`src/order_statistic_set_defines.svh`:
```
// ----------------------------------------------------------------------------
// order_statistic_set_defines: assertion macros
// Shared concurrent assertion forms for the order statistic set.
// ----------------------------------------------------------------------------
`ifndef ORDER_STATISTIC_SET_DEFINES_SVH
`define ORDER_STATISTIC_SET_DEFINES_SVH

// same-cycle implication
`define OSS_ASSERT_NOW(label, ante, cons, msg) \
  label: assert property (@(posedge clk) disable iff (rst) (ante) |-> (cons)) \
    else $error(msg);

// next-cycle implication
`define OSS_ASSERT_NEXT(label, ante, cons, msg) \
  label: assert property (@(posedge clk) disable iff (rst) (ante) |=> (cons)) \
    else $error(msg);

`endif

```
`src/oss_pkg.sv`:
```
// ----------------------------------------------------------------------------
// oss_pkg: order statistic set package
// Sizes, request and status codes, and the cell control bundle.
// ----------------------------------------------------------------------------
`default_nettype none

package oss_pkg;

  localparam int CAPACITY = 64;
  localparam int IDX_W    = $clog2(CAPACITY);
  localparam int CNT_W    = $clog2(CAPACITY + 1);
  localparam int KEY_W    = 32;
  localparam int RANK_W   = 6;
  localparam int FUNC_W   = 3;
  localparam int STATUS_W = 2;

  typedef enum logic [FUNC_W-1:0] {
    FN_INSERT = 3'd0,
    FN_REMOVE = 3'd1,
    FN_FIND   = 3'd2,
    FN_SELECT = 3'd3,
    FN_RANK   = 3'd4
  } func_t;

  typedef enum logic [STATUS_W-1:0] {
    ST_OK   = 2'd0,
    ST_MISS = 2'd1,
    ST_DUP  = 2'd2,
    ST_FULL = 2'd3
  } status_t;

  typedef struct packed {
    logic cmp;  // latch compare flags
    logic ins;  // shift up, open slot for new key
    logic rem;  // shift down over removed key
  } cell_ctl_t;

endpackage

`default_nettype wire

```
`src/oss_enc.sv`:
```
// ----------------------------------------------------------------------------
// oss_enc: one-hot to index encoder
// Turns the match vector of the chain into a slot index and a hit flag.
// ----------------------------------------------------------------------------
`default_nettype none

module oss_enc import oss_pkg::*; (
  input  wire logic [CAPACITY-1:0] hot,
  output logic [IDX_W-1:0]         idx,
  output logic                     any
);

  always_comb begin
    idx = '0;
    for (int i = 0; i < CAPACITY; i++) begin
      if (hot[i]) idx = idx | IDX_W'(i);
    end
    any = |hot;
  end

endmodule

`default_nettype wire

```
`config.mk`:
```
export PLATFORM = sky130hd
export DESIGN_NAME = oss_enc
export DESIGN_NICKNAME = d
export VERILOG_FILES = /design/src/order_statistic_set_defines.svh /design/src/oss_pkg.sv /design/src/oss_enc.sv
export SDC_FILE = /design/constraint.sdc
export NUM_CORES = 1
export LEC_CHECK = 0
export BUFFER_PORTS_ARGS = -buffer_cell sky130_fd_sc_hd__buf_2
export CAP_MARGIN = 20
export CELL_PAD_IN_SITES_DETAIL_PLACEMENT = 1
export CELL_PAD_IN_SITES_GLOBAL_PLACEMENT = 1
export CORE_UTILIZATION = 13
export DETAILED_ROUTE_END_ITERATION = 8
export PLACE_DENSITY = 0.92
export SLEW_MARGIN = 40
export SYNTH_ARGS = -nofsm -noshare
export SYNTH_HDL_FRONTEND = slang
export SYNTH_SLANG_ARGS = --single-unit
export TNS_END_PERCENT = 50
```
`constraint.sdc`:
```
create_clock -name vclk -period 1.2
set_input_delay 0.12 -clock vclk [all_inputs]
set_output_delay 0.12 -clock vclk [all_outputs]
set_load 0.05 [all_outputs]
```
==> results.sh <==
export IMPL_first_pass_iters=4
export IMPL_worstPathRequired_ns=1.08
export IMPL_cp_arrival_ns=1.23
export IMPL_route_detailed_drc=0
export IMPL_fin_crit_ns=1.35
export IMPL_vdd_drop_max_uv=125
export IMPL_hold_viol=0
export IMPL_ys_types=10
export IMPL_maxSlewHeadroom_pct=78.6
export IMPL_initial_core_util_pct=13.9
export IMPL_grt_pass1_wl_um=3990
export IMPL_rsz0062_at_grt="yes"
export IMPL_worst_pin_slew_ns=0.319
export IMPL_timing_fmax_mhz=742
export IMPL_status="complete, but fails checks"
export IMPL_cellPowerDensity_mw_per_mm2=242
export IMPL_seq_area_um2=0
export IMPL_synth_area_leaders="nor4_1, nor4_2, nand4_1, nor2_1, nand3_1"
export IMPL_yosysSeqAreaShare_pct=0
export IMPL_synth_top_area_share_pct=39.1
export IMPL_io_pin_count=71
export IMPL_numPortBuffers=71
export IMPL_critPathKind="primary input to output port"
export IMPL_seq_cells=0
export IMPL_vias=901
export IMPL_final_area_mm2=0.00117
export IMPL_placed_area_um2=898
export IMPL_syn_avg_cell_area_um2=6.06
export IMPL_layout_commonest_cell="buf_2"
export IMPL_netlist_instances=58
export IMPL_hold_class="primary input to output port"
export IMPL_ant_nets=0
export IMPL_grt_max_degree=4
export IMPL_yosys_warnings=0
export IMPL_drive_gt1_share_pct=77.9
export IMPL_finalCritPeriodShare_pct=112
export IMPL_fin_nets=215
export IMPL_cp_start_kind="primary input"
export IMPL_final_setup_tns_ns=-0.690
export IMPL_finalPower_mw=0.283
export IMPL_finalSetupViolCount=7
export IMPL_syn_to_final_growth_pct=233
export IMPL_drt_initial_drc_count=6
export IMPL_endpoint_kind="output port"
export IMPL_fill_cells=331
export IMPL_dieArea_mm2=0.00292
export IMPL_core_area_mm2=0.00252
export IMPL_p_leak_nw=0.464
export IMPL_diodes=0
export IMPL_failed_checks="negative setup slack"
export IMPL_hold_buffers=0
export IMPL_syn_area_um2=352
export IMPL_dieHeight_um=54.0
export IMPL_rows=18
export IMPL_fin_ws_ns=-0.147
export IMPL_viasPerCell=5.03
export IMPL_grt_usage_pct=18.7
export IMPL_drv_slew=0
export IMPL_cp_max_fo=2
export IMPL_dpl_hpwl_um=2460
export IMPL_max_cap_violations=0
export IMPL_die_w_um=54.0
export IMPL_gp_congestion=0.860
export IMPL_wirelength_um=2840
export IMPL_routedWlPerCell_um=15.9
export IMPL_synth_top_area_cell="nor4_1"
export IMPL_synth_nets=122
export IMPL_overflow=0
export IMPL_grt_pass1_vias=907
export IMPL_final_cell_mix="buf_2, buf_4, nor4_4"
export IMPL_antenna_found_initial=0
export IMPL_nClkBuffers=0
==> metrics by stage <==
stage	util, %	std cells	hold slack, ns	setup slack (ns)
after floorplan	-	58	0.553	-0.0565
after global placement	35.6	176	0.697	-0.299
after detailed placement	35.6	176	0.713	-0.330
after CTS	43.9	178	0.622	-0.146
after global routing	46.4	179	0.648	-0.201
final	46.4	179	0.631	-0.147
==> synthesized netlist by cell type, drive strengths merged <==
cell	number
and3	1
nand4	6
or3	2
nor3	1
nand3	5
and4	1
nand2	5
nor4	27
nor2	10
==> worst max-delay path: stages <==
cell	delay [ns]
buf_2	0.12
nor4_4	0.29
nand2_1	0.13
or3_1	0.40
buf_6	0.17
==> worst paths after layout <==
path,cells past startpoint,from,to,slack (ns)
max,5,hot[29],idx[4],-0.15
min,4,hot[1],idx[0],0.63
==> report_power, final <==
part           internal, mW  leakage [nW]  switching [mW]
registers                 0             0               0
logic                 0.145         0.464           0.138
clock network             0             0               0
==> cell families (layout without fill, tap and decap cells) <==
group	count (synthesis)	count (layout)	share of synthesized area [%]
buffers and inverters	0	91	0
and+or+nand+nor	58	58	100
==> cell type report <==
type	instances	area [µm²]	share of cell area, %
timing repair buffer	91	568	48.6
tap	30	37.5	3.21
multi-input combinational	58	564	48.2
==> what timing repair did <==
action | 4_1_cts | 5_1_grt
setup endpoints to repair | 7 | 7
resized for setup | 35 | 10
buffers inserted | 2 | 1
pin swaps | 4 | 7
==> per-layer routing <==
metal	routed length (µm)	global-route usage, %	share of wire (%)
met3	184	0.565	6.5
met1	1050	19.9	37
met4	78	3.42	2.7
met2	1540	39.7	54
met5	0	0	0
Note: power is estimated with default switching activity, not from simulation.
