==> config.mk <==
export PLATFORM = sky130hd
export DESIGN_NAME = oss_cell
export DESIGN_NICKNAME = d
export VERILOG_FILES = /design/src/order_statistic_set_defines.svh /design/src/oss_pkg.sv /design/src/oss_cell.sv
export SDC_FILE = /design/constraint.sdc
export NUM_CORES = 1
export LEC_CHECK = 0
export ABC_AREA = 0
export BUFFER_PORTS_ARGS = -buffer_cell sky130_fd_sc_hd__clkbuf_2
export CORE_MARGIN = 4
export CORE_UTILIZATION = 45
export DETAILED_ROUTE_END_ITERATION = 7
export PLACE_DENSITY_LB_ADDON = 0.08
export SLEW_MARGIN = 30
export SYNTH_ARGS = -nofsm -noshare
export SYNTH_HDL_FRONTEND = slang
export SYNTH_SLANG_ARGS = --single-unit
==> constraint.sdc <==
create_clock -name clk -period 2.54 [get_ports clk]
set_input_delay 0.254 -clock clk [delete_from_list [all_inputs] [get_ports clk]]
set_output_delay 0.254 -clock clk [all_outputs]
set_load 0.05 [all_outputs]
==> src/order_statistic_set_defines.svh <==
// ----------------------------------------------------------------------------
// order_statistic_set_defines: assertion macros
// Shared concurrent assertion forms for the order statistic set.
// ----------------------------------------------------------------------------
`ifndef ORDER_STATISTIC_SET_DEFINES_SVH
`define ORDER_STATISTIC_SET_DEFINES_SVH

// same-cycle implication
`define OSS_ASSERT_NOW(label, ante, cons, msg) \
  label: assert property (@(posedge clk) disable iff (rst) (ante) |-> (cons)) \
    else $error(msg);

// next-cycle implication
`define OSS_ASSERT_NEXT(label, ante, cons, msg) \
  label: assert property (@(posedge clk) disable iff (rst) (ante) |=> (cons)) \
    else $error(msg);

`endif

==> src/oss_pkg.sv <==
// ----------------------------------------------------------------------------
// oss_pkg: order statistic set package
// Sizes, request and status codes, and the cell control bundle.
// ----------------------------------------------------------------------------
`default_nettype none

package oss_pkg;

  localparam int CAPACITY = 64;
  localparam int IDX_W    = $clog2(CAPACITY);
  localparam int CNT_W    = $clog2(CAPACITY + 1);
  localparam int KEY_W    = 32;
  localparam int RANK_W   = 6;
  localparam int FUNC_W   = 3;
  localparam int STATUS_W = 2;

  typedef enum logic [FUNC_W-1:0] {
    FN_INSERT = 3'd0,
    FN_REMOVE = 3'd1,
    FN_FIND   = 3'd2,
    FN_SELECT = 3'd3,
    FN_RANK   = 3'd4
  } func_t;

  typedef enum logic [STATUS_W-1:0] {
    ST_OK   = 2'd0,
    ST_MISS = 2'd1,
    ST_DUP  = 2'd2,
    ST_FULL = 2'd3
  } status_t;

  typedef struct packed {
    logic cmp;  // latch compare flags
    logic ins;  // shift up, open slot for new key
    logic rem;  // shift down over removed key
  } cell_ctl_t;

endpackage

`default_nettype wire

==> src/oss_cell.sv <==
// ----------------------------------------------------------------------------
// oss_cell: one slot of the sorted chain
// Holds one key, compares it against the request key and shifts with its
// neighbors on insert and remove.
// ----------------------------------------------------------------------------
`default_nettype none

module oss_cell import oss_pkg::*; (
  input  wire logic                    clk,
  input  wire cell_ctl_t               ctl,
  input  wire logic                    occ,
  input  wire logic signed [KEY_W-1:0] req_key,
  input  wire logic signed [KEY_W-1:0] left_key,
  input  wire logic                    left_lt,
  input  wire logic signed [KEY_W-1:0] right_key,
  output logic signed [KEY_W-1:0]      key,
  output logic                         lt,
  output logic                         eq
);

  always_ff @(posedge clk) begin
    if (ctl.cmp) begin
      lt <= occ && (key < req_key);
      eq <= occ && (key == req_key);
    end
    if (ctl.ins && !lt) begin
      key <= left_lt ? req_key : left_key;
    end else if (ctl.rem && !lt) begin
      key <= right_key;
    end
  end

endmodule

`default_nettype wire

==> results.yml <==
outcome:
  status: "completed"
sta:
  slew_viol_final: 0
  hold_viol_final: 0
  rsz0062_at_grt: "false"
  fmax_mhz: 516
  timing.hold.ws_ps: 216
  setup_violations: 0
  slew_headroom_pct: 62.9
  fin_crit_ps: 1940
  timing.setup.tns_ps: 0
  skew_ps: 7.28
  worst_pin_slew_ps: 556
  fin_crit_sh_pct: 76.3
cts:
  cts_resized: 0
  cts_tree: "built"
  cts_max_level: 2
  numCtsBuffers: 5
  hold_buffers: 0
  clock_latency_ps: 290
  cts_setup_buffers: 0
  cts_buffer_depth: 2
  cts_root_buf: "clkbuf_8"
  clock_sinks: 34
  cts.clk_slew.worst_paths_ps: 70
synth:
  seq_area_frac_synth_pct: 40.4
  ys_types: 24
  synth_area_leader_cell: "edfxtp_1"
  avgSynthCellArea_um2: 9.66
  ys_ff_latch: 34
  synth_warnings: 0
  syn_inst: 262
  yosysTopAreaCellShare_pct: 40.4
  syn-cell-area_um2: 2530
  syn_nets: 396
  ys_top_cells_by_area: "edfxtp_1 40%, ha_1 16%, mux2i_1 13%, nand2_1 5.9%, o21ai_0 5.9%"
critical_path:
  reg2reg_to: "lt"
  timing.rr.start: "key[27]"
  cp-end-kind: "register"
  path_class: "reg2reg"
  critical-path-max-stage-delay_ps: 490
  crit_chain: "ha_1 > nand4_1 > nor4_1 > nor2_1 > a21oi_2 > mux2i_1"
  slowest_stage: "nor4_1"
  r2r_setup_slack_ps: 600
  start_kind: "register"
  arrival_ps: 1970
  required_ps: 2570
  crit_start: "key[27]"
  cp_max_fo: 3
  r2r_cells: 6
die:
  ios: 136
  die_h_um: 83.0
  rows: 27
  start_util_pct: 46.2
  core_um2: 5470
  die_x_um: 83.0
  dieArea_um2: 6890
power:
  swShare_pct: 37.5
  p_switching_mw: 0.664
  combPwrFrac_pct: 37.6
  ir_worst_vdd_uv: 278
  power_leakage_nw: 1.81
  powerDensity_nw_per_um2: 526
  p_int_mw: 1.11
  p_seq_share_pct: 41.4
  clkPwrFrac_pct: 21.0
grt:
  grt.overflow.total: 0
  grt_max_degree: 37
  grt_pass1_vias: 2131
  antenna_found_initial: 0
  grt_pass1_wl_um: 9780
  grt_use_total_pct: 17.4
place:
  io_buffers: 135
  place_congestion: 0.734
  dp_hpwl_um: 4870
hold_path:
  hp-start: "ctl[2]"
  hold_end: "eq"
  hold_path_depth: 1
  min_path_type: "in2reg"
detailed_routing:
  dr.first_iter.drc_count: 49
  firstDrtPassIters: 3
  avgRoutedWirePerCell_um: 13.1
  num_vias: 2261
  via_per_inst: 4.84
  ant_nets: 0
  drcViolationCount: 0
  routed_wirelength_um: 6100
flow_run:
  cap_violations: 0
layout:
  fillers: 525
  drive_gt1_share_pct: 38.0
  seq_area_um2: 1020
  multiInputGateArea_um2: 1350
  diodes: 0
  mostFrequentLayoutCell: "clkbuf_2"
  area_delta_synth_final_pct: 33.1
  final_cell_mix: "135 x clkbuf_2, 40 x nand2_1, 34 x inv_1, 34 x edfxtp_1, 33 x mux2i_1"
  nNetsFinal: 530
-- cell families (layout without fill, tap and decap cells) --
family,Yosys count,in the layout,synth area share (%)
DFF,34,34,40.4
AOI/OAI and AO/OA,59,59,13.4
buffers and inverters,45,178,6.82
muxes,33,33,13.1
and+or+nand+nor,59,59,10.6
adders and majority gates,32,32,15.8
-- cell type report --
| cell class | instances | area share (%) |
|---|---|---|
| inverter | 34 | 3.79 |
| multi-input combinational | 183 | 40.0 |
| clock inverter | 1 | 0.111 |
| timing repair buffer | 138 | 21.1 |
| tap | 72 | 2.67 |
| sequential | 34 | 30.3 |
| clock buffer | 5 | 2.04 |
-- flip-flops by register name, summed over array words and instances, names as in the netlist --
| name | cells |
|---|---|
| key | 32 |
| eq | 1 |
| lt | 1 |
-- worst max-delay path: cells and delay by family (launching register included) --
kind	cells	cell delay (ps)
flops	1	400
fa+ha+maj	1	330
simple gates	3	730
compound gates	1	140
mux	1	80
-- through the flow --
stage | area [um2] | utilization, % | worst slack [ps] | instances | power (mW)
finish | 3370 | 61.5 | 601 | 467 | 1.77
global route | 3370 | 61.5 | 513 | 467 | 1.88
CTS | 3370 | 61.5 | 592 | 467 | 1.80
detailed placement | 3300 | 60.2 | 610 | 461 | 1.42
global placement | 3300 | 60.2 | 617 | 461 | 1.41
floorplan | 2530 | - | 59.9 | 262 | 1.21
-- power groups by stage --
stage / logic [mW] / clock network (mW) / registers [mW]
final: 0.666 / 0.371 / 0.734
after global routing: 0.733 / 0.406 / 0.743
after CTS: 0.679 / 0.384 / 0.735
after detailed placement: 0.675 / 0 / 0.747
after global placement: 0.669 / 0 / 0.743
after floorplan: 0.257 / 0 / 0.953
-- worst max-delay path by stage --
stage              to  slack [ps]
3_5_place_dp       lt         610
4_1_cts            lt         590
6_report           lt         600
5_1_grt            lt         510
3_3_place_gp       lt         620
2_1_floorplan  key[0]          60
-- routing by layer --
layer / wire (um) / global-route usage, % / part of all wire (%)
met1: 2430 / 19.5 / 40
met2: 3000 / 30.2 / 49
met3: 605 / 7.44 / 9.9
met4: 70 / 4.90 / 1.1
met5: 0 / 0 / 0
-- synthesized netlist by cell type --
library cell,count
inv_1,34
nor4_2,1
nor4_1,1
nand4_2,1
nor3_1,1
nand2b_1,2
edfxtp_1,34
a21o_1,2
o21ai_1,7
o21a_1,2
buf_2,3
nand3_1,3
o21ai_0,30
ha_1,32
nor2_1,4
nand2_1,40
a21oi_1,14
a22oi_1,1
a21oi_2,2
nand4_1,5
a2111oi_4,1
clkbuf_1,8
nand3b_1,1
mux2i_1,33
Power figures use the tool's default switching activity.
